File: src/design/cbz_pkg.sv
// ============================================================================
// cbz_pkg: shared types and constants for the cubic Bezier point evaluator
// Holds the payload structs, the stage-to-stage control structs, the
// fixed-point widths, the register map and the long-division step.
// ============================================================================
package cbz_pkg;

  // Field widths of the interface.
  localparam int CoordW  = 20;
  localparam int StepW   = 8;
  localparam int CfgIdxW = 4;

  // Curve parameter u has 16 fraction bits and can reach exactly 1.0.
  localparam int FracU = 16;
  localparam int UW    = FracU + 1;

  // Number of control points and width of one Bernstein weight (32 fraction bits).
  localparam int NumCtrl = 4;
  localparam int WgtW    = 2 * FracU + 1;

  // Divider pipeline: quotient bits produced per stage.
  localparam int DivStages    = 4;
  localparam int BitsPerStage = FracU / DivStages;

  // Blend widths: one signed product, the sum of four, and the rounding point.
  localparam int ProdW      = CoordW + WgtW + 1;
  localparam int AccW       = ProdW + 2;
  localparam int RoundShift = 2 * FracU;

  // Cycles from an accepted start to the result strobe.
  localparam int Latency = 1 + DivStages + 3 + 3;

  // Register map of the configuration port.
  localparam logic [CfgIdxW-1:0] REG_CTRL_X0 = 4'd0;
  localparam logic [CfgIdxW-1:0] REG_CTRL_Y0 = 4'd1;
  localparam logic [CfgIdxW-1:0] REG_CTRL_X1 = 4'd2;
  localparam logic [CfgIdxW-1:0] REG_CTRL_Y1 = 4'd3;
  localparam logic [CfgIdxW-1:0] REG_CTRL_X2 = 4'd4;
  localparam logic [CfgIdxW-1:0] REG_CTRL_Y2 = 4'd5;
  localparam logic [CfgIdxW-1:0] REG_CTRL_X3 = 4'd6;
  localparam logic [CfgIdxW-1:0] REG_CTRL_Y3 = 4'd7;

  typedef logic signed [CoordW-1:0] cbz_coord_t;
  typedef cbz_coord_t [NumCtrl-1:0] cbz_ctrl_t;

  // Reset values of the control points.
  localparam cbz_coord_t RESET_X0 = 20'sd5120;
  localparam cbz_coord_t RESET_Y0 = 20'sd25600;
  localparam cbz_coord_t RESET_X1 = 20'sd7680;
  localparam cbz_coord_t RESET_Y1 = 20'sd28160;
  localparam cbz_coord_t RESET_X2 = 20'sd12800;
  localparam cbz_coord_t RESET_Y2 = 20'sd23040;
  localparam cbz_coord_t RESET_X3 = 20'sd15360;
  localparam cbz_coord_t RESET_Y3 = 20'sd25600;

  // Input item.
  typedef struct packed {
    logic [StepW-1:0] step_index;
    logic [StepW-1:0] step_count;
  } cbz_in_t;

  // Result item.
  typedef struct packed {
    cbz_coord_t point_x;
    cbz_coord_t point_y;
    logic       index_clamped;
  } cbz_out_t;

  // Divider to weight stage: quotient and flags.
  typedef struct packed {
    logic             valid;
    logic             clamped;
    logic             full;
    logic [FracU-1:0] quot;
  } cbz_div_t;

  // Weight stage to blend stage: the four Bernstein weights.
  typedef struct packed {
    logic                           valid;
    logic                           clamped;
    logic [NumCtrl-1:0][WgtW-1:0]   wgt;
  } cbz_wgt_t;

  // One restoring long-division step: shift the remainder in a zero bit and
  // subtract the divisor where it fits. Returns {quotient bit, new remainder}.
  function automatic logic [StepW:0] cbz_div_step(input logic [StepW-1:0] rem,
                                                  input logic [StepW-1:0] den);
    logic [StepW:0] dbl;
    logic [StepW:0] diff;
    dbl  = {rem, 1'b0};
    diff = dbl - {1'b0, den};
    if (dbl >= {1'b0, den}) begin
      return {1'b1, diff[StepW-1:0]};
    end else begin
      return {1'b0, dbl[StepW-1:0]};
    end
  endfunction

endpackage

File: src/design/cbz_divider.sv
// ============================================================================
// cbz_divider: clamp and pipelined u = k/n division
// Clamps the step index to the step count, then forms the 16 quotient bits
// of (k << 16) / n in a restoring divider, four bits per pipeline stage.
// ============================================================================
module cbz_divider
  import cbz_pkg::*;
(
  input  logic     clk,
  input  logic     rst_n,
  input  logic     in_valid,
  input  cbz_in_t  in_item,
  output cbz_div_t div_out
);

  logic             valid_r   [DivStages+1];
  logic             clamped_r [DivStages+1];
  logic             full_r    [DivStages+1];
  logic [FracU-1:0] quot_r    [DivStages+1];
  logic [StepW-1:0] rem_r     [DivStages];
  logic [StepW-1:0] den_r     [DivStages];

  logic             over;
  logic [StepW-1:0] k_clamp;

  // Clamp an index beyond the count; k equal to n means u is exactly 1.0.
  assign over    = in_item.step_index > in_item.step_count;
  assign k_clamp = over ? in_item.step_count : in_item.step_index;

  // Entry stage valid.
  always_ff @(posedge clk) begin
    if (!rst_n) begin
      valid_r[0] <= 1'b0;
    end else begin
      valid_r[0] <= in_valid;
    end
  end

  // Entry stage payload; the remainder starts at the clamped index.
  always_ff @(posedge clk) begin
    clamped_r[0] <= over;
    full_r[0]    <= (k_clamp == in_item.step_count);
    quot_r[0]    <= '0;
    rem_r[0]     <= k_clamp;
    den_r[0]     <= in_item.step_count;
  end

  for (genvar s = 0; s < DivStages; s++) begin : g_stage
    logic [StepW-1:0]        rem_nxt;
    logic [BitsPerStage-1:0] qbits_nxt;

    // Four dependent division steps on an 8-bit remainder.
    always_comb begin
      logic [StepW-1:0] rem;
      logic [StepW:0]   st;
      rem       = rem_r[s];
      st        = '0;
      qbits_nxt = '0;
      for (int b = 0; b < BitsPerStage; b++) begin
        st = cbz_div_step(rem, den_r[s]);
        qbits_nxt[BitsPerStage-1-b] = st[StepW];
        rem = st[StepW-1:0];
      end
      rem_nxt = rem;
    end

    // Stage valid.
    always_ff @(posedge clk) begin
      if (!rst_n) begin
        valid_r[s+1] <= 1'b0;
      end else begin
        valid_r[s+1] <= valid_r[s];
      end
    end

    // Quotient bits enter at the bottom, most significant first.
    always_ff @(posedge clk) begin
      clamped_r[s+1] <= clamped_r[s];
      full_r[s+1]    <= full_r[s];
      quot_r[s+1]    <= {quot_r[s][FracU-BitsPerStage-1:0], qbits_nxt};
    end

    // The remainder and divisor are carried on to all but the last stage.
    if (s < DivStages - 1) begin : g_fwd
      always_ff @(posedge clk) begin
        rem_r[s+1] <= rem_nxt;
        den_r[s+1] <= den_r[s];
      end
    end
  end

  assign div_out.valid   = valid_r[DivStages];
  assign div_out.clamped = clamped_r[DivStages];
  assign div_out.full    = full_r[DivStages];
  assign div_out.quot    = quot_r[DivStages];

endmodule

File: config.mk
export PLATFORM = sky130hd
export DESIGN_NAME = cbz_divider
export DESIGN_NICKNAME = d
export VERILOG_FILES = /design/src/design/cbz_pkg.sv /design/src/design/cbz_divider.sv
export SDC_FILE = /design/constraint.sdc
export NUM_CORES = 1
export LEC_CHECK = 0
export ABC_AREA = 1
export BUFFER_PORTS_ARGS = -buffer_cell sky130_fd_sc_hd__buf_2
export CAP_MARGIN = 20
export CORE_MARGIN = 2
export CORE_UTILIZATION = 58
export CTS_CLUSTER_SIZE = 25
export DETAILED_ROUTE_END_ITERATION = 8
export GPL_TIMING_DRIVEN = 1
export PLACE_DENSITY_LB_ADDON = 0.3
export RECOVER_POWER = 100
export SYNTH_ARGS = -nofsm -noshare
export SYNTH_HDL_FRONTEND = slang
export SYNTH_SLANG_ARGS = --single-unit
File: constraint.sdc
create_clock -name clk -period 6.3 [get_ports clk]
set_input_delay 1.26 -clock clk [delete_from_list [all_inputs] [get_ports clk]]
set_output_delay 1.26 -clock clk [all_outputs]
set_load 0.02 [all_outputs]
[After elaboration in Yosys (flattened, before gate mapping)]
Memories as Yosys holds them, arrays and structs flattened.
Index checks and enable logic that the tools add are counted.
W data, S select, Z words.
Operators by class
  add/subtract/negate cells: 16
  $lt $le $gt $ge: 17
  equal/unequal tests: 1
  mux-type cells: 24
  bitwise logic cells: 5
Operators with widths (count)
  $ge A9 B8 Y1: 16
  $mux W9: 16
  $sub A8 B8 Y8: 16
  $eq A8 B8 Y1: 1
  $gt A8 B8 Y1: 1
  $mux W8: 1
  $mux W1: 7
  $or A1 B1 Y1: 5
Word-level totals
  register bits after elaboration: 0
  RAM bits: 159
  input port bits: 19
  output and inout bits: 19
  word-level logic and storage cells: 69
  memories kept: 6
Memories
  quot_r: words 5, bits a word 16, read ports 5, clocked after memory_dff 0, wr ports 5, RTL line cbz_divider.sv:19  | logic [FracU-1:0] quot_r [DivStages+1];
  den_r: words 4, bits a word 8, read ports 4, clocked after memory_dff 0, wr ports 4, RTL line cbz_divider.sv:21  | logic [StepW-1:0] den_r [DivStages];
  rem_r: words 4, bits a word 8, read ports 4, clocked after memory_dff 0, wr ports 4, RTL line cbz_divider.sv:20  | logic [StepW-1:0] rem_r [DivStages];
  clamped_r: words 5, bits a word 1, read ports 5, clocked after memory_dff 0, wr ports 5, RTL line cbz_divider.sv:17  | logic clamped_r [DivStages+1];
  full_r: words 5, bits a word 1, read ports 5, clocked after memory_dff 0, wr ports 5, RTL line cbz_divider.sv:18  | logic full_r [DivStages+1];
  valid_r: words 5, bits a word 1, read ports 5, clocked after memory_dff 0, wr ports 5, RTL line cbz_divider.sv:16  | logic valid_r [DivStages+1];

[Longest topological paths before layout]
Gate-level depths: netlist of the first run.
  depth in word-level cells: 8
  gate-level depth with buffers: 48
  mapped depth without buffers: 46

[Worst setup path before layout of the first run]
OpenSTA, ideal clock, no wires.
  path kind: register -> register
  from: memory den_r[2][1]
  to: memory rem_r[3][1]
  library setup time: 0.058 ns
  arrival time: 5.951 ns
  required time: 6.242 ns
  path slack: 0.291 ns
  cell stages (with the launch flop): 42
  clock period less this slack: 6.009 ns
  cell sequence: dfxtp_1 -> inv_1 -> ha_1 -> ha_1 -> nand3_1 -> o21bai_1 -> nor2_2 -> nand2_8 -> o21ai_0 -> inv_1 -> ha_1 -> nand2_1 -> inv_1 -> nand2_1 -> nand3_2 -> a21oi_4 -> nand3_4 -> buf_6 -> [6 not listed] -> nand3_1 -> nand2_1 -> nand3_1 -> inv_1 -> nand3_4 -> buf_6 -> nand2_1 -> o21ai_2 -> ha_1 -> a21oi_1 -> nand2_1 -> a31oi_1 -> o21ai_0 -> a211oi_2 -> nand2_2 -> nor2_4 -> nand2_1 -> nand2_1
RTL lines (RTL line)
  start, declared: cbz_divider.sv:21
  end, declared: cbz_divider.sv:20

==> key figures, run 1 <==
Run status
  – Status: complete, no violations

Clocking
  – Cts hold-fix bufs: 0
  – Root buf cell: clkbuf_16
  – Clock Sink Count: 119
  – TritonCTS clock tree: yes
  – Num CTS Buffers: 17
  – Worst skew pair latency: 0.42 ns
  – Clock slew at reported path FFs: 0.06 ns
  – H-tree depth: 4
  – Clock Path Buffers: 2

Timing
  – Fin crit period: 6.26 ns
  – Fin Clk Skew: 0.0109 ns
  – Worst Max-Slew Pin Slew: 0.670 ns
  – Final hold violation count: 0
  – Max Transition Viols Final: 0
  – Post-route clock period utilization: 0.994
  – Relative slew slack: 0.552
  – FMAX: 160 MHz
  – Final setup vio count: 0

Placed design
  – DPL Wire Length: 17.9 mm
  – Port bufs: 37
  – Routability cong.: 0.929
  – Placed Cells: 1669

Synth
  – Post-Synthesis Cell Area: 0.00985 mm^2
  – Cell count after synthesis: 1390
  – Post-synth top flop: dfxtp_1
  – Unique masters post-synth: 52
  – Syn_nets: 1537
  – EDFF count, synth: 0
  – Mean Syn Cell Area: 7.09 um^2
  – Synth area leader: dfxtp_1
  – Ys Warns: 0
  – Seq/Total Area, Yosys: 0.242
  – Synth top area share: 0.242
  – Ranking of synthesized cells by area: dfxtp_1 (24%), ha_1 (16%), nand2_1 (15%)
  – Async set-or-reset flop fraction in the synthesized netlist: 0
  – Synth Register Bits: 119

Worst setup path
  – R2R setup slack: 0.04 ns
  – FF-to-FF End: rem_r[2][7]
  – Crit-path most repeated cell: nand2_1
  – CP Launch Type: flip-flop
  – Kind of critical path: reg2reg
  – CP peak stage delay: 0.34 ns
  – Reg-to-Reg Start: den_r[1][2]
  – Slowest CP cell: dfxtp_1
  – CP delay by family, top: simple AND/OR/NAND/NOR gates
  – CP Capture Type: flip-flop
  – Crit path DAT: 6.62 ns
  – R2R cell count: 41
  – Crit path buffers/inverters: 5
  – WP data required: 6.65 ns
  – Critical path fanouts, max: 7

Worst hold path
  – HP Class: reg2reg
  – Worst Hold End: quot_r[3][8]
  – WHS Path Cells: 0
  – Hold wc startpoint: quot_r[2][4]

Die
  – Die span in y: 134 um
  – Width of the die: 134 um
  – Area of the core: 0.0166 mm^2
  – Io pins: 38
  – Num rows: 47
  – Initial Utilization: 0.594
  – Die Area: 0.0180 mm^2

Detailed routing
  – Via count: 9566
  – Initial DRT Pass Iterations: 7
  – Wirelength per Cell: 14.9 um
  – Drt total wl: 25.8 mm
  – # DRC: 0
  – Remaining antenna violation count: 0
  – DR iter-0 viols: 707
  – Vias per std cell: 5.54

Global routing
  – First-pass GRT wire length: 37.9 mm
  – Vias in the first global route: 8465
  – Gr usage total: 0.256
  – Largest net degree at the start of global routing: 27
  – Initial antenna violation count: 0
  – GRT overflow: 0

Cells and area
  – Layout cells sized above 1: 0.218
  – Most frequent cells in the layout: nand2_1 (382), inv_1 (172), dfxtp_1 (116)
  – Most common cell after layout, fill and taps aside: nand2_1
  – Ant. Diodes: 0
  – Fin cells: 1727
  – Layout area overhead: 20.4%
  – NumNets Final: 1641

Job
  – Max Cap Viol: 0
flip-flops by register name, summed over array words and instances (netlist names):
name,count
rem_r,32
quot_r,40
clamped_r,5
valid_r,5
full_r,5
den_r,32
layout make-up:
class / instances / area, um^2
multi-input combinational: 1058 / 7170
clock inverter: 13 / 178
fill: 1290 / 4720
clock buffer: 19 / 443
tap: 220 / 275
timing repair buffer: 100 / 647
sequential: 119 / 2390
inverter: 198 / 761
per-stage QoR:
| stage | hold WS [ns] | setup slack [ns] | instance area (um^2) | setup TNS (ns) | util |
|---|---|---|---|---|---|
| final | 0.317 | 0.0355 | 11900 | 0 | 0.715 |
| after global routing | 0.327 | -0.300 | 11900 | -4.50 | 0.715 |
| after CTS | 0.320 | 0.000753 | 11100 | 0 | 0.670 |
| after detailed placement | 0.312 | -0.329 | 10500 | -2.56 | 0.631 |
| after global placement | 0.310 | -0.297 | 10500 | -2.38 | 0.631 |
| after floorplan | 0.310 | 0.291 | 9850 | 0 | - |
how the worst max path moves through the flow:
stage	from	end	slack [ns]	cells after the start
2_1_floorplan	den_r[2][1]	rem_r[3][1]	0.29	41
3_3_place_gp	den_r[1][1]	rem_r[2][7]	-0.30	40
3_5_place_dp	den_r[1][1]	rem_r[2][7]	-0.33	40
4_1_cts	den_r[1][2]	rem_r[2][5]	0.0008	42
5_1_grt	den_r[1][2]	rem_r[2][7]	-0.30	39
6_report	den_r[1][2]	rem_r[2][7]	0.04	41
per-layer routing:
metal  track usage  part of all wire
met1         0.323              0.42
met3        0.0408             0.055
met2         0.446              0.49
met4        0.0819             0.031
met5             0                 0
cell usage after synthesis (23+ instances only):
library cell	count
nand3_1	88
xor2_1	40
inv_1	184
dfxtp_1	119
nand4_1	23
nand2_1	391
o21ai_0	40
nand2_2	24
xnor2_1	39
a21oi_1	82
ha_1	124
nor2_1	60
kinds of logic after synthesis:
| logic type | count (synthesis) | share of synthesized area |
|---|---|---|
| and+or+nand+nor | 666 | 0.319 |
| adders and majority gates | 128 | 0.166 |
| DFF | 119 | 0.242 |
| buffers and inverters | 216 | 0.0923 |
| AOI/OAI and AO/OA | 182 | 0.111 |
| xor gates and xnor gates | 79 | 0.0702 |
worst reg2reg max path, delay by kind of cell (launching register included):
| kind | cells | cell delay [ns] |
|---|---|---|
| AND/OR/NAND/NOR | 23 | 2.40 |
| buffers and inverters | 5 | 0.66 |
| AO/OA/AOI/OAI | 9 | 1.68 |
| flip-flops | 1 | 0.34 |
| adder cells (fa/ha/maj) | 4 | 1.12 |
timing repair:
action / CTS / global route
gates resized for setup: 10 / 115
setup endpoints to repair: 9 / 28
setup buffers: 1 / 22
gates cloned: 0 / 3
pin swaps: 0 / 36
Power of run 1 is not shown: default switching activity piles up to over one toggle a cycle in this logic, so the estimate is an artifact.
==> run 2, diff against run 1 <==
Settings changed: ABC_AREA 1 to unset, CORE_UTILIZATION 58 to 57, CTS_BUF_LIST set to sky130_fd_sc_hd__clkbuf_16.
==> run 2 against run 1 <==
Effect of this change:
- the run now fails in global routing (5_1_grt)
- synthesized area fell by 6.5%
- synthesized cell count fell by 24%
==> key figures, run 2 <==
Run status
  – Status: aborted with a tool error
  – Failed at: global routing (5_1_grt)
  – Tool error: [ERROR GRT-0232] Routing congestion too high. Check the congestion heatmap in the GUI.

Synth
  – Mean Syn Cell Area: 8.75 um^2
  – Seq/Total Area, Yosys: 0.259
  – Synth area leader: dfxtp_1
  – Simple-Gate Fraction of Synth Area: 0.150
  – Synth Area in Compound Gates: 0.216
  – Most common cell in the netlist: ha_1
  – Post-Synthesis Cell Area: 0.00921 mm^2
  – Synth Register Bits: 119
  – Ranking of synthesized cells by area: dfxtp_1 (26%), ha_1 (17%), xnor2_1 (5.3%)
  – Cell count after synthesis: 1053
  – Synth top area share: 0.259
  – Adder-Cell Fraction of Synth Area: 0.177
  – Post-synth top flop: dfxtp_1
  – Unique masters post-synth: 76
  – Ys Warns: 0
  – Combinational family with the most area after synthesis: compound AO/OA/AOI/OAI gates
  – Proportion of synthesized area in mux cells: 0.0815
  – Most frequent cells after synthesis: ha_1 (124), dfxtp_1 (119), nor2_1 (86), inv_1 (73), a21oi_1 (62)
  – Async set-or-reset flop fraction in the synthesized netlist: 0
  – Syn_nets: 1200
  – Synth Area in XOR/XNOR: 0.0761
  – EDFF count, synth: 0

Global routing
  – Largest net degree at the start of global routing: 18
  – GRT overflow: 317
  – Gr usage total: 0.841

Die
  – Initial Utilization: 0.582
  – Die span in y: 131 um
  – Io pins: 38
  – Num rows: 46
  – Width of the die: 131 um

Placed design
  – Port bufs: 37
  – Routability cong.: 0.911
  – DPL Wire Length: 22.6 mm

Timing
  – WEP type: register input
  – Post-GRT worst EP: rem_r[1][4]$_DFF_P_/D

Clocking
  – Num CTS Buffers: 17
  – Clock Sink Count: 119
  – H-tree depth: 4
  – Clock Path Buffers: 2
  – Root buf cell: clkbuf_16
==> run 2: repair_timing <==
action,CTS
pin swaps,68
resized for setup,119
gates cloned,0
endpoints found under the setup margin,28
hold buffers,0
buffers inserted,52
==> run 2: cells by family after synthesis <==
logic type	count (synthesis)
and+or+nand+nor	277
muxes	64
DFF	119
adders and majority gates	128
xor gates and xnor gates	80
AOI/OAI and AO/OA	291
buffers and inverters	94
==> run 2: per-stage QoR <==
stage / area (um^2) / cells / setup WS [ns]
floorplan: 9890 / 1053 / -0.849
global placement: 12800 / 1630 / -0.868
detailed placement: 12800 / 1630 / -1.11
CTS: 14300 / 1714 / -0.835
==> run 2: layer usage <==
layer / GRT usage / overflow
met4: 0.949 / 121
met5: 0.193 / 0
met1: 0.810 / 5
met3: 0.682 / 5
met2: 1.01 / 186
==> run 3, diff against run 2 <==
Settings changed: CORE_UTILIZATION 57 to 40, CTS_BUF_LIST sky130_fd_sc_hd__clkbuf_16 to unset, CTS_CLUSTER_SIZE 25 to unset, PLACE_DENSITY_LB_ADDON 0.3 to 0.15.
Clock period 6.3 ns to 8.2 ns, I/O delays scaled along.
==> run 3 against run 2 <==
Effect of this change:
- the flow now finishes without violations
- synthesized cell count unchanged
- synthesized area unchanged
==> key figures, run 3 <==
Timing
  – Final hold violation count: 0
  – Post-route clock period utilization: 0.952
  – Final setup vio count: 0
  – Relative slew slack: 0.527
  – Fin Clk Skew: 0.00895 ns
  – FMAX: 128 MHz
  – Max Transition Viols Final: 0
  – Fin crit period: 7.80 ns
  – Worst Max-Slew Pin Slew: 0.706 ns
  – Setup tns final: 0 ns

Die
  – Die Area: 0.0243 mm^2
  – Width of the die: 156 um
  – Die span in y: 156 um
  – Area of the core: 0.0226 mm^2
  – Num rows: 55
  – Initial Utilization: 0.407
  – Io pins: 38

Detailed routing
  – Remaining antenna violation count: 0
  – Initial DRT Pass Iterations: 5
  – Drt total wl: 23.1 mm
  – # DRC: 0
  – Vias per std cell: 5.39
  – Wirelength per Cell: 15.9 um
  – Via count: 7834
  – DR iter-0 viols: 391

Worst setup path
  – Crit path buffers/inverters: 4
  – R2R setup slack: 0.40 ns
  – R2R cell count: 35
  – CP peak stage delay: 0.38 ns
  – Slowest CP cell: mux2_2
  – Reg-to-Reg Start: den_r[2][1]
  – CP delay by family, top: compound AO/OA/AOI/OAI gates
  – FF-to-FF End: rem_r[3][2]
  – Kind of critical path: reg2reg
  – Crit path DAT: 8.13 ns
  – Crit-path most repeated cell: ha_1
  – CP Launch Type: flip-flop
  – Critical path fanouts, max: 6
  – CP Capture Type: flip-flop
  – WP data required: 8.53 ns

Synth
  – Most common cell in the netlist: ha_1
  – Post-Synthesis Cell Area: 0.00921 mm^2
  – Post-synth top flop: dfxtp_1
  – Ranking of synthesized cells by area: dfxtp_1 (26%), ha_1 (17%), xnor2_1 (5.3%)
  – Mean Syn Cell Area: 8.75 um^2
  – Async set-or-reset flop fraction in the synthesized netlist: 0
  – Synth area leader: dfxtp_1
  – Unique masters post-synth: 76
  – EDFF count, synth: 0
  – Most frequent cells after synthesis: ha_1 (124), dfxtp_1 (119), nor2_1 (86), inv_1 (73), a21oi_1 (62)
  – Synth Register Bits: 119
  – Cell count after synthesis: 1053
  – Ys Warns: 0
  – Synth top area share: 0.259
  – Seq/Total Area, Yosys: 0.259
  – Syn_nets: 1200

Global routing
  – Largest net degree at the start of global routing: 17
  – Vias in the first global route: 7607
  – GRT overflow: 0
  – First-pass GRT wire length: 37.8 mm
  – Gr usage total: 0.195
  – Initial antenna violation count: 0

Cells and area
  – NumNets Final: 1303
  – Max FFs per register: 40
  – Layout area overhead: 18.1%
  – Ant. Diodes: 0
  – Largest registers: quot_r (40), den_r (32), rem_r (32)
  – Largest Register: quot_r
  – Layout cells sized above 1: 0.193
  – Most frequent cells in the layout: ha_1 (124), dfxtp_1 (119), nor2_1 (85)
  – Most common cell after layout, fill and taps aside: ha_1
  – Layout fillers: 2206

Clocking
  – Num CTS Buffers: 17
  – Clock Sink Count: 119
  – Worst skew pair latency: 0.43 ns
  – Root buf cell: clkbuf_16
  – H-tree depth: 4
  – Cts hold-fix bufs: 0
  – TritonCTS clock tree: yes
  – Clock slew at reported path FFs: 0.06 ns
  – Clock Path Buffers: 2

Job
  – Max Cap Viol: 0

Worst hold path
  – Hold wc startpoint: quot_r[3][4]
  – Worst Hold End: quot_r[4][8]
  – HP Class: reg2reg
  – WHS Path Cells: 0

Placed design
  – Port bufs: 37
  – DPL Wire Length: 18.0 mm
  – Routability cong.: 0.884

Run status
  – Status: complete, no violations
[run 3: cell counts after synthesis]
Identical to the previous run, type by type.
[run 3: final cells by class]
type	count	area, um^2	area share
Clock inverter	14	184	0.0169
Sequential cell	119	2380	0.219
Clock buffer	18	429	0.0394
Inverter	82	310	0.0285
Tap cell	285	357	0.0328
Multi-Input combinational cell	840	6600	0.607
Timing Repair Buffer	96	617	0.0567
[run 3: logic make-up (layout without fill, tap and decap cells)]
family | count (synthesis) | after routing | share of synthesized area
compound gates | 291 | 291 | 0.216
xor+xnor | 80 | 80 | 0.0761
fa+ha+maj | 128 | 128 | 0.177
buf+inv | 94 | 210 | 0.0417
flops | 119 | 119 | 0.259
mux | 64 | 64 | 0.0815
simple gates | 277 | 277 | 0.150
[run 3: worst reg2reg max path, delay by kind of cell, from the launching register on]
kind	cells	cell delay (ns)
flops	1	0.36
simple gates	7	1.14
mux	4	1.17
compound gates	16	3.44
fa+ha+maj	4	1.17
buf+inv	4	0.42
[run 3: worst max path at each step]
stage,startpoint,end,slack [ns],depth (start not counted)
floorplan,den_r[0][4],rem_r[1][6],0.47,35
global placement,den_r[2][1],rem_r[3][1],0.007,36
detailed placement,den_r[2][1],rem_r[3][1],-0.11,36
CTS,den_r[2][1],rem_r[3][1],0.03,36
global route,den_r[1][1],rem_r[2][1],-0.04,36
finish,den_r[2][1],rem_r[3][2],0.40,35
[run 3: routing by layer]
| layer | vias to the layer above | routed length, um | track usage | part of all wire |
|---|---|---|---|---|
| li1 | 4033 | - | - | - |
| met1 | 3654 | 11000 | 0.254 | 0.48 |
| met2 | 119 | 11000 | 0.336 | 0.48 |
| met3 | 28 | 664 | 0.0267 | 0.029 |
| met4 | 0 | 381 | 0.0607 | 0.017 |
| met5 | - | 0 | 0 | 0 |
[run 3: timing repair]
item | CTS | global route
endpoints found under the setup margin | 8 | 28
pin swaps | 1 | 10
endpoints found under the hold margin | 0 | 0
buffers inserted | 2 | 11
gates resized for setup | 3 | 35
[run 3: per-stage QoR]
step | util | hold WS [ns] | std cells | area (um^2) | worst slack (ns)
after floorplan | - | 0.310 | 1053 | 9210 | 0.473
after global placement | 0.443 | 0.310 | 1409 | 10000 | 0.00662
after detailed placement | 0.443 | 0.312 | 1409 | 10000 | -0.111
after CTS | 0.471 | 0.320 | 1443 | 10700 | 0.0325
after global routing | 0.481 | 0.328 | 1454 | 10900 | -0.0366
final | 0.481 | 0.322 | 1454 | 10900 | 0.396
Power of run 3 is left out for the same reason.
